`config.mk`:
```
export PLATFORM = sky130hd
export DESIGN_NAME = sorted_list_insert_remove_max
export DESIGN_NICKNAME = d
export VERILOG_FILES = /design/src/hdl/slirm_pkg.sv /design/src/hdl/slirm_mem.sv /design/src/hdl/slirm_seq.sv /design/src/hdl/sorted_list_insert_remove_max.sv
export SDC_FILE = /design/constraint.sdc
export NUM_CORES = 1
export LEC_CHECK = 0
export ABC_AREA = 1
export BUFFER_PORTS_ARGS = -buffer_cell sky130_fd_sc_hd__buf_2
export CAP_MARGIN = 20
export CORE_MARGIN = 1
export CORE_UTILIZATION = 55
export DETAILED_ROUTE_END_ITERATION = 10
export HOLD_SLACK_MARGIN = 0.12
export PLACE_DENSITY = 0.72
export SETUP_SLACK_MARGIN = 0.05
export SYNTH_ARGS = -nofsm -noshare
export SYNTH_HDL_FRONTEND = slang
export SYNTH_SLANG_ARGS = --single-unit
```
`constraint.sdc`:
```
create_clock -name clk -period 13.2 [get_ports clk]
set_input_delay 0.66 -clock clk [delete_from_list [all_inputs] [get_ports clk]]
set_output_delay 0.66 -clock clk [all_outputs]
set_load 0.01 [all_outputs]
```
`src/hdl/slirm_pkg.sv`:
```
package slirm_pkg;

  // Field widths of the transfer payloads
  localparam int unsigned OP_W     = 2;
  localparam int unsigned VALUE_W  = 32;
  localparam int unsigned STATUS_W = 2;
  localparam int unsigned ENTRY_W  = 5;

  // Operation codes
  localparam logic [OP_W-1:0] OP_INSERT = 2'd0;
  localparam logic [OP_W-1:0] OP_REMOVE = 2'd1;
  localparam logic [OP_W-1:0] OP_QUERY  = 2'd2;

  // Status codes
  localparam logic [STATUS_W-1:0] ST_OK    = 2'd0;
  localparam logic [STATUS_W-1:0] ST_EMPTY = 2'd1;
  localparam logic [STATUS_W-1:0] ST_FULL  = 2'd2;

  typedef struct packed {
    logic [OP_W-1:0]           operation;
    logic signed [VALUE_W-1:0] value;
  } req_item_t;

  typedef struct packed {
    logic [STATUS_W-1:0]       status;
    logic signed [VALUE_W-1:0] removed_value;
    logic [ENTRY_W-1:0]        entry_count;
    logic                      is_empty;
    logic                      is_full;
  } rsp_item_t;

  typedef enum logic [2:0] {
    S_IDLE,
    S_SHIFT,
    S_PLACE,
    S_FETCH,
    S_FINISH
  } seq_state_t;

endpackage

```
`src/hdl/slirm_mem.sv`:
```
module slirm_mem import slirm_pkg::*; #(
  parameter int unsigned DEPTH = 16,
  parameter int unsigned AW    = 4
) (
  input  logic               clk,
  input  logic               we,
  input  logic [AW-1:0]      waddr,
  input  logic [VALUE_W-1:0] wdata,
  input  logic [AW-1:0]      raddr,
  output logic [VALUE_W-1:0] rdata
);

  logic [VALUE_W-1:0] mem [DEPTH];

  // Write port
  always_ff @(posedge clk) begin
    if (we) begin
      mem[waddr] <= wdata;
    end
  end

  // Registered read port
  always_ff @(posedge clk) begin
    rdata <= mem[raddr];
  end

endmodule

```
`src/hdl/slirm_seq.sv`:
```
module slirm_seq import slirm_pkg::*; #(
  parameter int unsigned DEPTH = 16,
  parameter int unsigned AW    = 4,
  parameter int unsigned CW    = 5
) (
  input  logic               clk,
  input  logic               rst,
  input  logic               req_valid,
  output logic               req_stall,
  input  req_item_t          req,
  input  logic               res_free,
  output logic               res_load,
  output rsp_item_t          res,
  output logic               mem_we,
  output logic [AW-1:0]      mem_waddr,
  output logic [VALUE_W-1:0] mem_wdata,
  output logic [AW-1:0]      mem_raddr,
  input  logic [VALUE_W-1:0] mem_rdata
);

  seq_state_t                state, state_next;
  logic [CW-1:0]             count, count_next;
  logic [AW-1:0]             idx, idx_next;
  logic signed [VALUE_W-1:0] val, val_next;
  logic [STATUS_W-1:0]       status, status_next;
  logic [VALUE_W-1:0]        removed, removed_next;

  logic [CW-1:0]             count_m1;
  logic [AW-1:0]             last_idx;
  logic [AW-1:0]             idx_up;
  logic [AW-1:0]             idx_dn;
  logic                      full;
  logic [CW+ENTRY_W-1:0]     count_ext;

  assign count_m1  = count - CW'(1);
  assign last_idx  = count_m1[AW-1:0];
  assign idx_up    = idx + AW'(1);
  assign idx_dn    = idx - AW'(1);
  assign full      = (count == CW'(DEPTH));
  assign count_ext = {{ENTRY_W{1'b0}}, count};

  // Result fields come from the registered item state
  always_comb begin
    res.status        = status;
    res.removed_value = removed;
    res.entry_count   = count_ext[ENTRY_W-1:0];
    res.is_empty      = (count == '0);
    res.is_full       = full;
  end

  // Next state, memory requests and item registers
  always_comb begin
    state_next   = state;
    count_next   = count;
    idx_next     = idx;
    val_next     = val;
    status_next  = status;
    removed_next = removed;
    req_stall    = (state != S_IDLE);
    res_load     = 1'b0;
    mem_we       = 1'b0;
    mem_waddr    = idx_up;
    mem_wdata    = mem_rdata;
    mem_raddr    = idx_dn;

    case (state)
      S_IDLE: begin
        if (req_valid) begin
          val_next     = req.value;
          status_next  = ST_OK;
          removed_next = '0;
          state_next   = S_FINISH;
          case (req.operation)
            OP_INSERT: begin
              if (full) begin
                status_next = ST_FULL;
              end else if (count == '0) begin
                // empty store: the value lands in slot zero at once
                mem_we     = 1'b1;
                mem_waddr  = '0;
                mem_wdata  = req.value;
                count_next = count + CW'(1);
              end else begin
                // walk down from the last slot, shifting entries >= the value up
                mem_raddr  = last_idx;
                idx_next   = last_idx;
                count_next = count + CW'(1);
                state_next = S_SHIFT;
              end
            end
            OP_REMOVE: begin
              if (count == '0) begin
                status_next = ST_EMPTY;
              end else begin
                mem_raddr  = last_idx;
                count_next = count_m1;
                state_next = S_FETCH;
              end
            end
            default: begin
              state_next = S_FINISH;
            end
          endcase
        end
      end

      S_SHIFT: begin
        mem_we = 1'b1;
        if ($signed(mem_rdata) >= val) begin
          // move this entry up one slot and look at the next lower one
          mem_wdata = mem_rdata;
          if (idx == '0) begin
            state_next = S_PLACE;
          end else begin
            idx_next = idx_dn;
          end
        end else begin
          mem_wdata  = val;
          state_next = S_FINISH;
        end
      end

      S_PLACE: begin
        mem_we     = 1'b1;
        mem_waddr  = '0;
        mem_wdata  = val;
        state_next = S_FINISH;
      end

      S_FETCH: begin
        removed_next = mem_rdata;
        state_next   = S_FINISH;
      end

      S_FINISH: begin
        // hold until the result register is free
        if (res_free) begin
          res_load   = 1'b1;
          state_next = S_IDLE;
        end
      end

      default: begin
        state_next = S_IDLE;
      end
    endcase
  end

  // Control registers
  always_ff @(posedge clk) begin
    if (rst) begin
      state <= S_IDLE;
      count <= '0;
    end else begin
      state <= state_next;
      count <= count_next;
    end
  end

  // Item payload registers
  always_ff @(posedge clk) begin
    idx     <= idx_next;
    val     <= val_next;
    status  <= status_next;
    removed <= removed_next;
  end

endmodule

```
`src/hdl/sorted_list_insert_remove_max.sv`:
```
// Channel   Direction  Handshake              Payload
// req       in         req_valid / req_stall  req_item_t (operation, value)
// rsp       out        rsp_valid / rsp_stall  rsp_item_t (status, removed_value,
//                                             entry_count, is_empty, is_full)
//
// One item at a time. Query, refused insert, empty remove and insert into an
// empty store go straight to the finish state. Remove adds one memory read.
// Other inserts walk down over the stored values >= the new value; one entry is
// shifted per cycle through the single read and write ports of the value memory.
// Synchronous reset empties the store; memory contents are left as they are.
// A stalled result waits in the output register; the next item is accepted
// while it waits and finishes once the register frees up.
module sorted_list_insert_remove_max import slirm_pkg::*; #(
  parameter int unsigned DEPTH = 16
) (
  input  logic      clk,
  input  logic      rst,
  input  logic      req_valid,
  output logic      req_stall,
  input  req_item_t req,
  output logic      rsp_valid,
  input  logic      rsp_stall,
  output rsp_item_t rsp
);

  localparam int unsigned AW = (DEPTH > 1) ? $clog2(DEPTH) : 1;
  localparam int unsigned CW = $clog2(DEPTH + 1);

  logic               res_free;
  logic               res_load;
  rsp_item_t          res;
  logic               mem_we;
  logic [AW-1:0]      mem_waddr;
  logic [VALUE_W-1:0] mem_wdata;
  logic [AW-1:0]      mem_raddr;
  logic [VALUE_W-1:0] mem_rdata;

  slirm_seq #(
    .DEPTH (DEPTH),
    .AW    (AW),
    .CW    (CW)
  ) u_seq (
    .clk       (clk),
    .rst       (rst),
    .req_valid (req_valid),
    .req_stall (req_stall),
    .req       (req),
    .res_free  (res_free),
    .res_load  (res_load),
    .res       (res),
    .mem_we    (mem_we),
    .mem_waddr (mem_waddr),
    .mem_wdata (mem_wdata),
    .mem_raddr (mem_raddr),
    .mem_rdata (mem_rdata)
  );

  slirm_mem #(
    .DEPTH (DEPTH),
    .AW    (AW)
  ) u_mem (
    .clk   (clk),
    .we    (mem_we),
    .waddr (mem_waddr),
    .wdata (mem_wdata),
    .raddr (mem_raddr),
    .rdata (mem_rdata)
  );

  // Output register is free when empty or when its result transfers now
  assign res_free = !rsp_valid || !rsp_stall;

  // Output valid
  always_ff @(posedge clk) begin
    if (rst) begin
      rsp_valid <= 1'b0;
    end else if (res_load) begin
      rsp_valid <= 1'b1;
    end else if (!rsp_stall) begin
      rsp_valid <= 1'b0;
    end
  end

  // Output payload
  always_ff @(posedge clk) begin
    if (res_load) begin
      rsp <= res;
    end
  end

endmodule
```
==> results of run 1 <==
## flip-flops by register name (all words and copies together) (netlist names)
| name | count |
|---|---|
| rsp | 41 |
| rsp_valid | 1 |
| u_mem.mem | 512 |
| u_mem.rdata | 32 |
| u_seq.count | 5 |
| u_seq.idx | 4 |
| u_seq.removed | 32 |
| u_seq.state | 3 |
| u_seq.status | 2 |
| u_seq.val | 32 |
## synthesized netlist by cell type, types with 3 or more instances
| cell | instances |
|---|---|
| nor4_1 | 3 |
| nand3_1 | 448 |
| nand2_1 | 941 |
| a21oi_1 | 39 |
| buf_6 | 3 |
| nor3_1 | 6 |
| nand2_2 | 3 |
| inv_1 | 137 |
| o211ai_1 | 32 |
| xor2_1 | 7 |
| buf_4 | 9 |
| inv_2 | 8 |
| nor2_4 | 4 |
| o21ai_0 | 63 |
| clkbuf_1 | 42 |
| edfxtp_1 | 623 |
| buf_2 | 98 |
| ha_1 | 37 |
| dfxtp_1 | 41 |
| nor2_1 | 75 |
| nand4_1 | 35 |
| o21ai_1 | 3 |
## how the worst min path moves through the flow
stage	to	slack (ns)	cells past startpoint	from
2_1_floorplan	rsp[10]$_DFFE_PP_	0.40	0	u_seq.removed[3]$_SDFFCE_PN0P_
3_3_place_gp	rsp[35]$_DFFE_PP_	0.40	0	u_seq.removed[28]$_SDFFCE_PN0P_
3_5_place_dp	rsp[14]$_DFFE_PP_	0.40	0	u_seq.removed[7]$_SDFFCE_PN0P_
4_1_cts	u_seq.val[6]$_DFFE_PP_	0.23	1	req[6]
5_1_grt	u_seq.val[6]$_DFFE_PP_	0.25	1	req[6]
6_report	u_seq.val[20]$_DFFE_PP_	0.26	1	req[20]
## final cells by class
type	count	area (sq um)
Sequential cell	664	19500
Fill cell	3931	19500
Multi-Input combinational cell	1716	8040
Clock buffer	84	1830
Tap cell	680	851
Timing Repair Buffer	117	736
Inverter	145	547
Clock inverter	35	349
Antenna cell	1	2.50
## power groups by stage
| stage | clock (mW) | sequential (mW) | combinational, mW |
|---|---|---|---|
| finish | 1.90 | 3.41 | 3.78 |
| global route | 1.99 | 3.44 | 4.15 |
| CTS | 1.91 | 3.41 | 3.70 |
| detailed placement | 0 | 3.45 | 3.68 |
| global placement | 0 | 3.43 | 3.57 |
| floorplan | 0 | 3.39 | 2.55 |
## cells by family after synthesis
logic type / after synthesis / share of synthesized area [%]
simple gates: 1523 / 22.5
xor+xnor: 9 / 0.275
compound gates: 147 / 2.98
fa+ha+maj: 37 / 1.61
flops: 664 / 68.1
buf+inv: 299 / 4.54
## metal layers
metal / routed length, um / share of wire (%) / vias up
li1: - / - / 9278
met1: 29300 / 41 / 9578
met2: 33900 / 47 / 1100
met3: 6910 / 9.6 / 131
met4: 1730 / 2.4 / 0
met5: 0 / 0 / -
## metrics by stage
stage / instance area [sq um] / hold slack (ns) / utilization, % / worst slack, ns / std cells
finish: 31900 / 0.256 / 62.0 / 7.99 / 3442
global route: 31900 / 0.251 / 62.0 / 7.92 / 3441
CTS: 31800 / 0.234 / 61.9 / 7.55 / 3438
detailed placement: 29600 / 0.405 / 57.6 / 7.59 / 3319
global placement: 29600 / 0.401 / 57.6 / 7.79 / 3319
floorplan: 28700 / 0.400 / - / 8.04 / 2679
## worst reg2reg max path: stages (launching register included)
cell and delay [ns]:
edfxtp_1 0.36, inv_1 0.05, ha_1 0.32, nand2_1 0.09, nor2_1 0.18, nand2_1 0.13, nor4_1 0.76, nand4_1 1.00
nand4_1 0.58, nand2_1 0.50, nand2_1 0.18, nand3_1 0.57
==> summary.txt, run 1 <==
Pwr
  – PwrDens: between 200 and 300 nW/um^2
  – Worst VDD drop: ~0.0002 V
  – NetSw: 3.79 mW
  – Sw frac: approximately two fifths
  – Leakage: between 10 and 15 nW
  – Sequential Power Share: between 30 and 40%
  – Final total power: roughly 9 mW
  – Clock power frac: 20.9%
  – Internal Power: around 5.3 mW
  – Comb power frac: 41.6%

STA
  – Max-slew violation count: 0
  – Slew HR: 17.1%
  – Fin Setup TNS: 0 ns
  – Part of the cycle the worst path needs: 39.5%
  – Final Hold Viols: 0
  – Least-Margin Pin Slew: 1.24 ns
  – Max Clock Freq: 192 MHz
  – RSZ-0062 raised after global routing: false
  – Count of final setup violators: 0
  – Layout Skew: 0.0258 ns
  – Tmin final: 5.21 ns

CTS
  – Hold-fix buffers, CTS: 0
  – Clock latency on the worst-skew pair: 0.61 ns
  – Total CTS buffers: between 60 and 70
  – Sink Count: 664
  – H-tree levels: 3
  – Postcts setup bufs: 0
  – Root buf cell: clkbuf_16
  – Clock-pin slew on the worst setup and hold paths: about 0.070 ns
  – Post_cts resized: 0
  – CTS tree: yes
  – Worst-case clock buffer depth: 3

Floorplanning
  – Core Area: 51400 sq um
  – Initial Utilization: a little under three fifths
  – Die W: ~230 um
  – I/O Pins: 81
  – Die Area: approximately 53000 sq um
  – # rows: 83
  – Die Y: 230 um

Worst setup path
  – CP required: 13.30 ns
  – CP Class: register to register
  – Setup crit end kind: register
  – Worst reg2reg path startpoint: u_seq.val[31]$_DFFE_PP_
  – Reg2reg path depth: 11
  – CP max FO: 17
  – Flop-to-flop setup slack: between 7 and 8 ns
  – Crit-path leading delay family: simple AND/OR/NAND/NOR gates
  – Crit path depth: 11
  – Crit path DAT: around 5.3 ns
  – Launch point of the critical path: u_seq.val[31]$_DFFE_PP_
  – Crit-path most repeated cell: nand2_1
  – CP max stage cell: nand4_1
  – Crit path largest cell delay: 1.00 ns
  – CP Capture Point: u_mem.mem[0][5]$_DFFE_PP_
  – Critical Path, Cell by Cell: inv_1 > ha_1 > nand2_1 > nor2_1 > nand2_1 > nor4_1 > nand4_1 > nand4_1 > nand2_1 > nand2_1 > nand3_1
  – Buf/Inv on CP: 1
  – Critical Path Source Type: register
  – RR Endpoint: u_mem.mem[0][5]$_DFFE_PP_

Global route
  – First-pass GRT wire length: 109000 um
  – GRT Total Usage: a little over a quarter
  – M3 GR Usage: 4.19%
  – Largest net degree at the start of global routing: 226
  – M2 GR Usage: 44.0%
  – Total global routing overflow: 0
  – Global routing met1 resource utilization: 37.5%
  – GR peak layer: met2
  – Initial antenna violation count: 1
  – Number of global-route vias before repair: 19000

Logic synthesis
  – Ys flop type: edfxtp_1
  – Async set-reset flop share out of synthesis: 0%
  – Largest cells by area after synthesis: edfxtp_1 65%, nand2_1 12%, nand3_1 7.8%
  – Post-Syn Area per Cell: 10.7 sq um
  – Synth Register Bits: around 660
  – Synth Instances: 2679
  – Synth Cell Area: 28700 sq um
  – Net Count, Synth: 2754
  – Cell variety after synth: 37
  – Synth warn: 0
  – Largest area contributor in the netlist: edfxtp_1
  – EDFF count, synth: 623
  – Share of the synthesized area in the top cell type: between 60% and 70%
  – Sequential area share after synthesis: between 60 and 70%

Routing
  – Routed Wire Length: 71900 um
  – DR iter-0 viols: about 2600
  – DR vias/cell: a little under 6
  – Drt pass-1 iters: 8
  – Vias: 20100
  – Drt wl/cell: 20.9 um
  – Post-detailed-route count of antenna-violating nets: 0
  – Drc violations: 0

Run status
  – Status: completed

Place
  – Final GP Congestion: 0.848
  – Hpwl dp: ~38000 um
  – Port buffer count: 80

Job
  – Max-cap violations: 0

Final layout
  – Commonest cells after routing, fill and taps aside: 941 x nand2_1, 623 x edfxtp_1, 448 x nand3_1, 135 x inv_1, 80 x buf_2
  – Layout cell share with drive strength beyond 1: 9.31%
  – Total Nets Final: around 2800
  – Commonest non-fill, non-tap cell in the layout: nand2_1
  – Layout area overhead: 11.1%

Hold path
  – Min-delay worst type: input pin to register
Power figures use the tool's default switching activity.
==> run 2: changes to the inputs <==
Settings changed: ABC_AREA 1 to 0, PLACE_DENSITY 0.72 to 0.75.
Clock period 13.2 ns to 4.72 ns, I/O delays scaled along.
==> run 2 against run 1 <==
  * Die area down 2.8%
  * First-iteration DRC count is 5.6% lower
  * Sequential share of layout area decreased by 0.67 points
  * Fmax rose by 27%
  * Clock-buffer cell count rose by 18
  * Core utilization grew 2.4 points
  * Critical path type unchanged
==> summary.txt, run 2 <==
Run status
  – Status: completed

Place
  – Port buffer count: 80 (unchanged)
  – Final GP Congestion: 0.905 (+6.8%)
  – Dpl ws: 0.608 ns (-6.99 ns)
  – Hpwl dp: 41900 um (+11%)
  – Inst Count DP: 2536 (-24%)

Logic synthesis
  – Post-synth top cells: 623 x edfxtp_1, 280 x o211ai_1, 157 x mux2_2
  – Synth Instances: 1844 (-31%)
  – Synth warn: 0 (unchanged)
  – Post-Synth Simple-Gate Area: 3.90% (-19 points)
  – Synth Cell Area: 27900 sq um (-2.8%)
  – Fraction of synthesized area in multiplexers: 6.75% (+6.8 points)
  – Post-Syn Area per Cell: 15.1 sq um (+41%)
  – Sequential area share after synthesis: 70.1% (+2.0 points)
  – Largest area contributor in the netlist: edfxtp_1
  – Post-Synth Adder-Cell Area: 1.66% (+0.047 points)
  – Synth Register Bits: 664 (unchanged)
  – Main combinational cell family by area after synthesis: compound AO/OA/AOI/OAI gates
  – XOR/XNOR Fraction of Synth Area: 0.377% (+0.10 points)
  – Largest cells by area after synthesis: edfxtp_1 67%, o211ai_1 7.5%, mux2_2 6.3%
  – Most common cell in the netlist: edfxtp_1
  – Cell variety after synth: 59 (+59%)
  – Async set-reset flop share out of synthesis: 0% (unchanged)
  – Ys flop type: edfxtp_1
  – Post-synthesis compound-gate area fraction: 13.3% (+10 points)
  – Share of the synthesized area in the top cell type: 67.1% (+1.9 points)
  – Net Count, Synth: 1919 (-30%)
  – EDFF count, synth: 623 (unchanged)

Final layout
  – Layout cell share with drive strength beyond 1: 22.6% (+13 points)
  – Layout area overhead: 15.6%
  – Biggest register: u_mem.mem
  – Commonest cells after routing, fill and taps aside: 623 x edfxtp_1, 280 x o211ai_1, 157 x mux2_2, 135 x inv_1, 80 x buf_2
  – Total Nets Final: 2058 (-26%)
  – Final non-filler cell total: 2709 (-21%)
  – Regs by FF count: u_mem.mem x512, rsp x41
  – Max reg flops: 512 (unchanged)
  – Commonest non-fill, non-tap cell in the layout: edfxtp_1
  – Fillers: 3406 (-13%)

Worst setup path
  – Crit path DAT: 4.34 ns (-0.97 ns)
  – Flop-to-flop setup slack: 0.62 ns (-7.37 ns)
  – Reg2reg path depth: 10 (-1)
  – RR Endpoint: u_mem.mem[15][29]$_DFFE_PP_
  – CP max FO: 22 (+5)
  – Setup crit end kind: register
  – CP required: 4.96 ns (-8.34 ns)
  – Launch point of the critical path: u_seq.val[31]$_DFFE_PP_
  – Critical Path Source Type: register
  – CP Class: register to register
  – Worst reg2reg path startpoint: u_seq.val[31]$_DFFE_PP_
  – CP Capture Point: u_mem.mem[15][29]$_DFFE_PP_

CTS
  – Sink Count: 664 (unchanged)
  – Worst-case clock buffer depth: 3 (unchanged)
  – Postcts setup bufs: 0 (unchanged)
  – H-tree levels: 3 (unchanged)
  – Hold-fix buffers, CTS: 37 (+37)
  – Total CTS buffers: 66 (unchanged)
  – Root buf cell: clkbuf_16
  – CTS tree: yes
  – Clock latency on the worst-skew pair: 0.60 ns (about the same)
  – Post_cts resized: 0 (unchanged)
  – Clock-pin slew on the worst setup and hold paths: 0.06 ns (about the same)

STA
  – Fin Setup TNS: 0 ns (unchanged)
  – Slew HR: 24.4% (+7.3 points)
  – Part of the cycle the worst path needs: 86.9% (+47 points)
  – Max-slew violation count: 0 (unchanged)
  – Max Clock Freq: 244 MHz (+27%)
  – Final Hold Viols: 0 (unchanged)
  – Least-Margin Pin Slew: 1.13 ns (-0.115 ns)
  – Tmin final: 4.10 ns (-1.11 ns)
  – Count of final setup violators: 0 (unchanged)
  – RSZ-0062 raised after global routing: false
  – Setup ws final: 0.618 ns (-7.37 ns)
  – Layout Skew: 0.0208 ns (-0.00501 ns)

Global route
  – Total global routing overflow: 0 (unchanged)
  – Largest net degree at the start of global routing: 76 (-66%)
  – First-pass GRT wire length: 107000 um (-1.7%)
  – Number of global-route vias before repair: 17400 (-8.6%)
  – Initial antenna violation count: 1 (unchanged)
  – GRT Total Usage: 28.3% (+1.2 points)

Floorplanning
  – I/O Pins: 81 (unchanged)
  – Die Y: 227 um (-1.4%)
  – Die W: 227 um (-1.4%)
  – Initial Utilization: 55.7% (-0.12 points)
  – # rows: 82 (-1.2%)
  – Core Area: 50100 sq um (-2.6%)
  – Die Area: 51600 sq um (-2.8%)

Pwr
  – Leakage: 10.8 nW (-14%)
  – Worst VDD drop: 0.000274 V (+34%)
  – PwrDens: 502 nW/um^2 (+76%)

Routing
  – DR iter-0 viols: 2450 (-5.6%)
  – Post-detailed-route count of antenna-violating nets: 0 (unchanged)
  – Drt pass-1 iters: 7 (-1)
  – Vias: 17700 (-12%)
  – Routed Wire Length: 72100 um (+0.21%)
  – DR vias/cell: 6.55 (+12%)
  – Drt wl/cell: 26.6 um (+27%)
  – Drc violations: 0 (unchanged)

Job
  – Max-cap violations: 0 (unchanged)

Hold path
  – Min-delay worst type: input pin to register
==> run 2: cell types whose count changed in the layout (fill, tap and decap cells not counted), moves of 32 or more <==
cell and change:
o2111ai_1 +32, and2_1 +35, a222oi_1 +32, mux2_2 +157
o211ai_1 +248, buf_4 +44, o21ai_0 -47, dlygate4sd3_1 +37
nand2_1 -879, o221ai_1 +33, nor2_1 -42, nand3_1 -439
==> run 2: metrics by stage <==
stage | power, mW | hold WS, ns | instance area (sq um) | util [%]
6_report | 16.2 | 0.202 | 32200 | 64.4
5_1_grt | 16.7 | 0.230 | 32200 | 64.4
4_1_cts | 16.0 | 0.184 | 32100 | 64.1
3_5_place_dp | 10.8 | 0.406 | 29600 | 59.1
3_3_place_gp | 10.7 | 0.401 | 29500 | 59.0
2_1_floorplan | 9.53 | 0.335 | 27900 | -
==> run 2: logic make-up after synthesis <==
group,Yosys count
AOI/OAI and AO/OA,474
xor gates and xnor gates,12
adders and majority gates,37
buffers and inverters,277
DFF,664
muxes,168
and+or+nand+nor,212
==> run 2: worst min-delay path by stage <==
stage / startpoint / to / slack (ns) / depth (start not counted)
5_1_grt: req[32] / u_seq.status[1]$_DFFE_PP_ / 0.23 / 3
3_5_place_dp: u_seq.removed[11]$_SDFFCE_PN0P_ / rsp[18]$_DFFE_PP_ / 0.41 / 0
3_3_place_gp: u_seq.removed[0]$_SDFFCE_PN0P_ / rsp[7]$_DFFE_PP_ / 0.40 / 0
4_1_cts: req[32] / u_seq.status[1]$_DFFE_PP_ / 0.18 / 3
6_report: req[32] / u_seq.status[1]$_DFFE_PP_ / 0.20 / 3
2_1_floorplan: req[0] / u_seq.val[0]$_DFFE_PP_ / 0.33 / 0
==> run 2: critical path: stages (launching register included) <==
cell and delay (ns):
edfxtp_1 0.38, inv_1 0.05, ha_1 0.37, nand4_1 0.23, or4_1 0.68, or2_2 0.33
o22ai_1 0.28, nor2_2 0.05, buf_4 0.23, buf_4 0.22, o211ai_1 0.91
==> run 2: per-layer routing <==
| metal | share of wire (%) | wire, um | GRT usage, % | vias up |
|---|---|---|---|---|
| met1 | 38 | 27300 | 38.3 | 8725 |
| li1 | - | - | - | 7642 |
| met2 | 47 | 34200 | 45.2 | 1208 |
| met3 | 11 | 8260 | 5.78 | 159 |
| met5 | 0 | 0 | 0 | - |
| met4 | 3.2 | 2300 | 10.9 | 0 |
==> run 2: report_power, final <==
part	switching, mW	leakage (nW)	internal, mW	total, mW
clock network	2.15	1.05	3.08	5.23
registers	0.289	6.03	7.31	7.60
logic	2.20	3.71	1.14	3.34
==> run 2: final cells by class <==
type	count	area [sq um]	area share [%]
flip-flops and latches	664	19500	60.6
diodes	1	2.50	0.00776
repair buffers	211	1680	5.21
inverters	137	515	1.60
clock buffers	102	1950	6.06
clock inverters	19	204	0.633
well taps	672	841	2.61
multi-input cells	903	7510	23.3
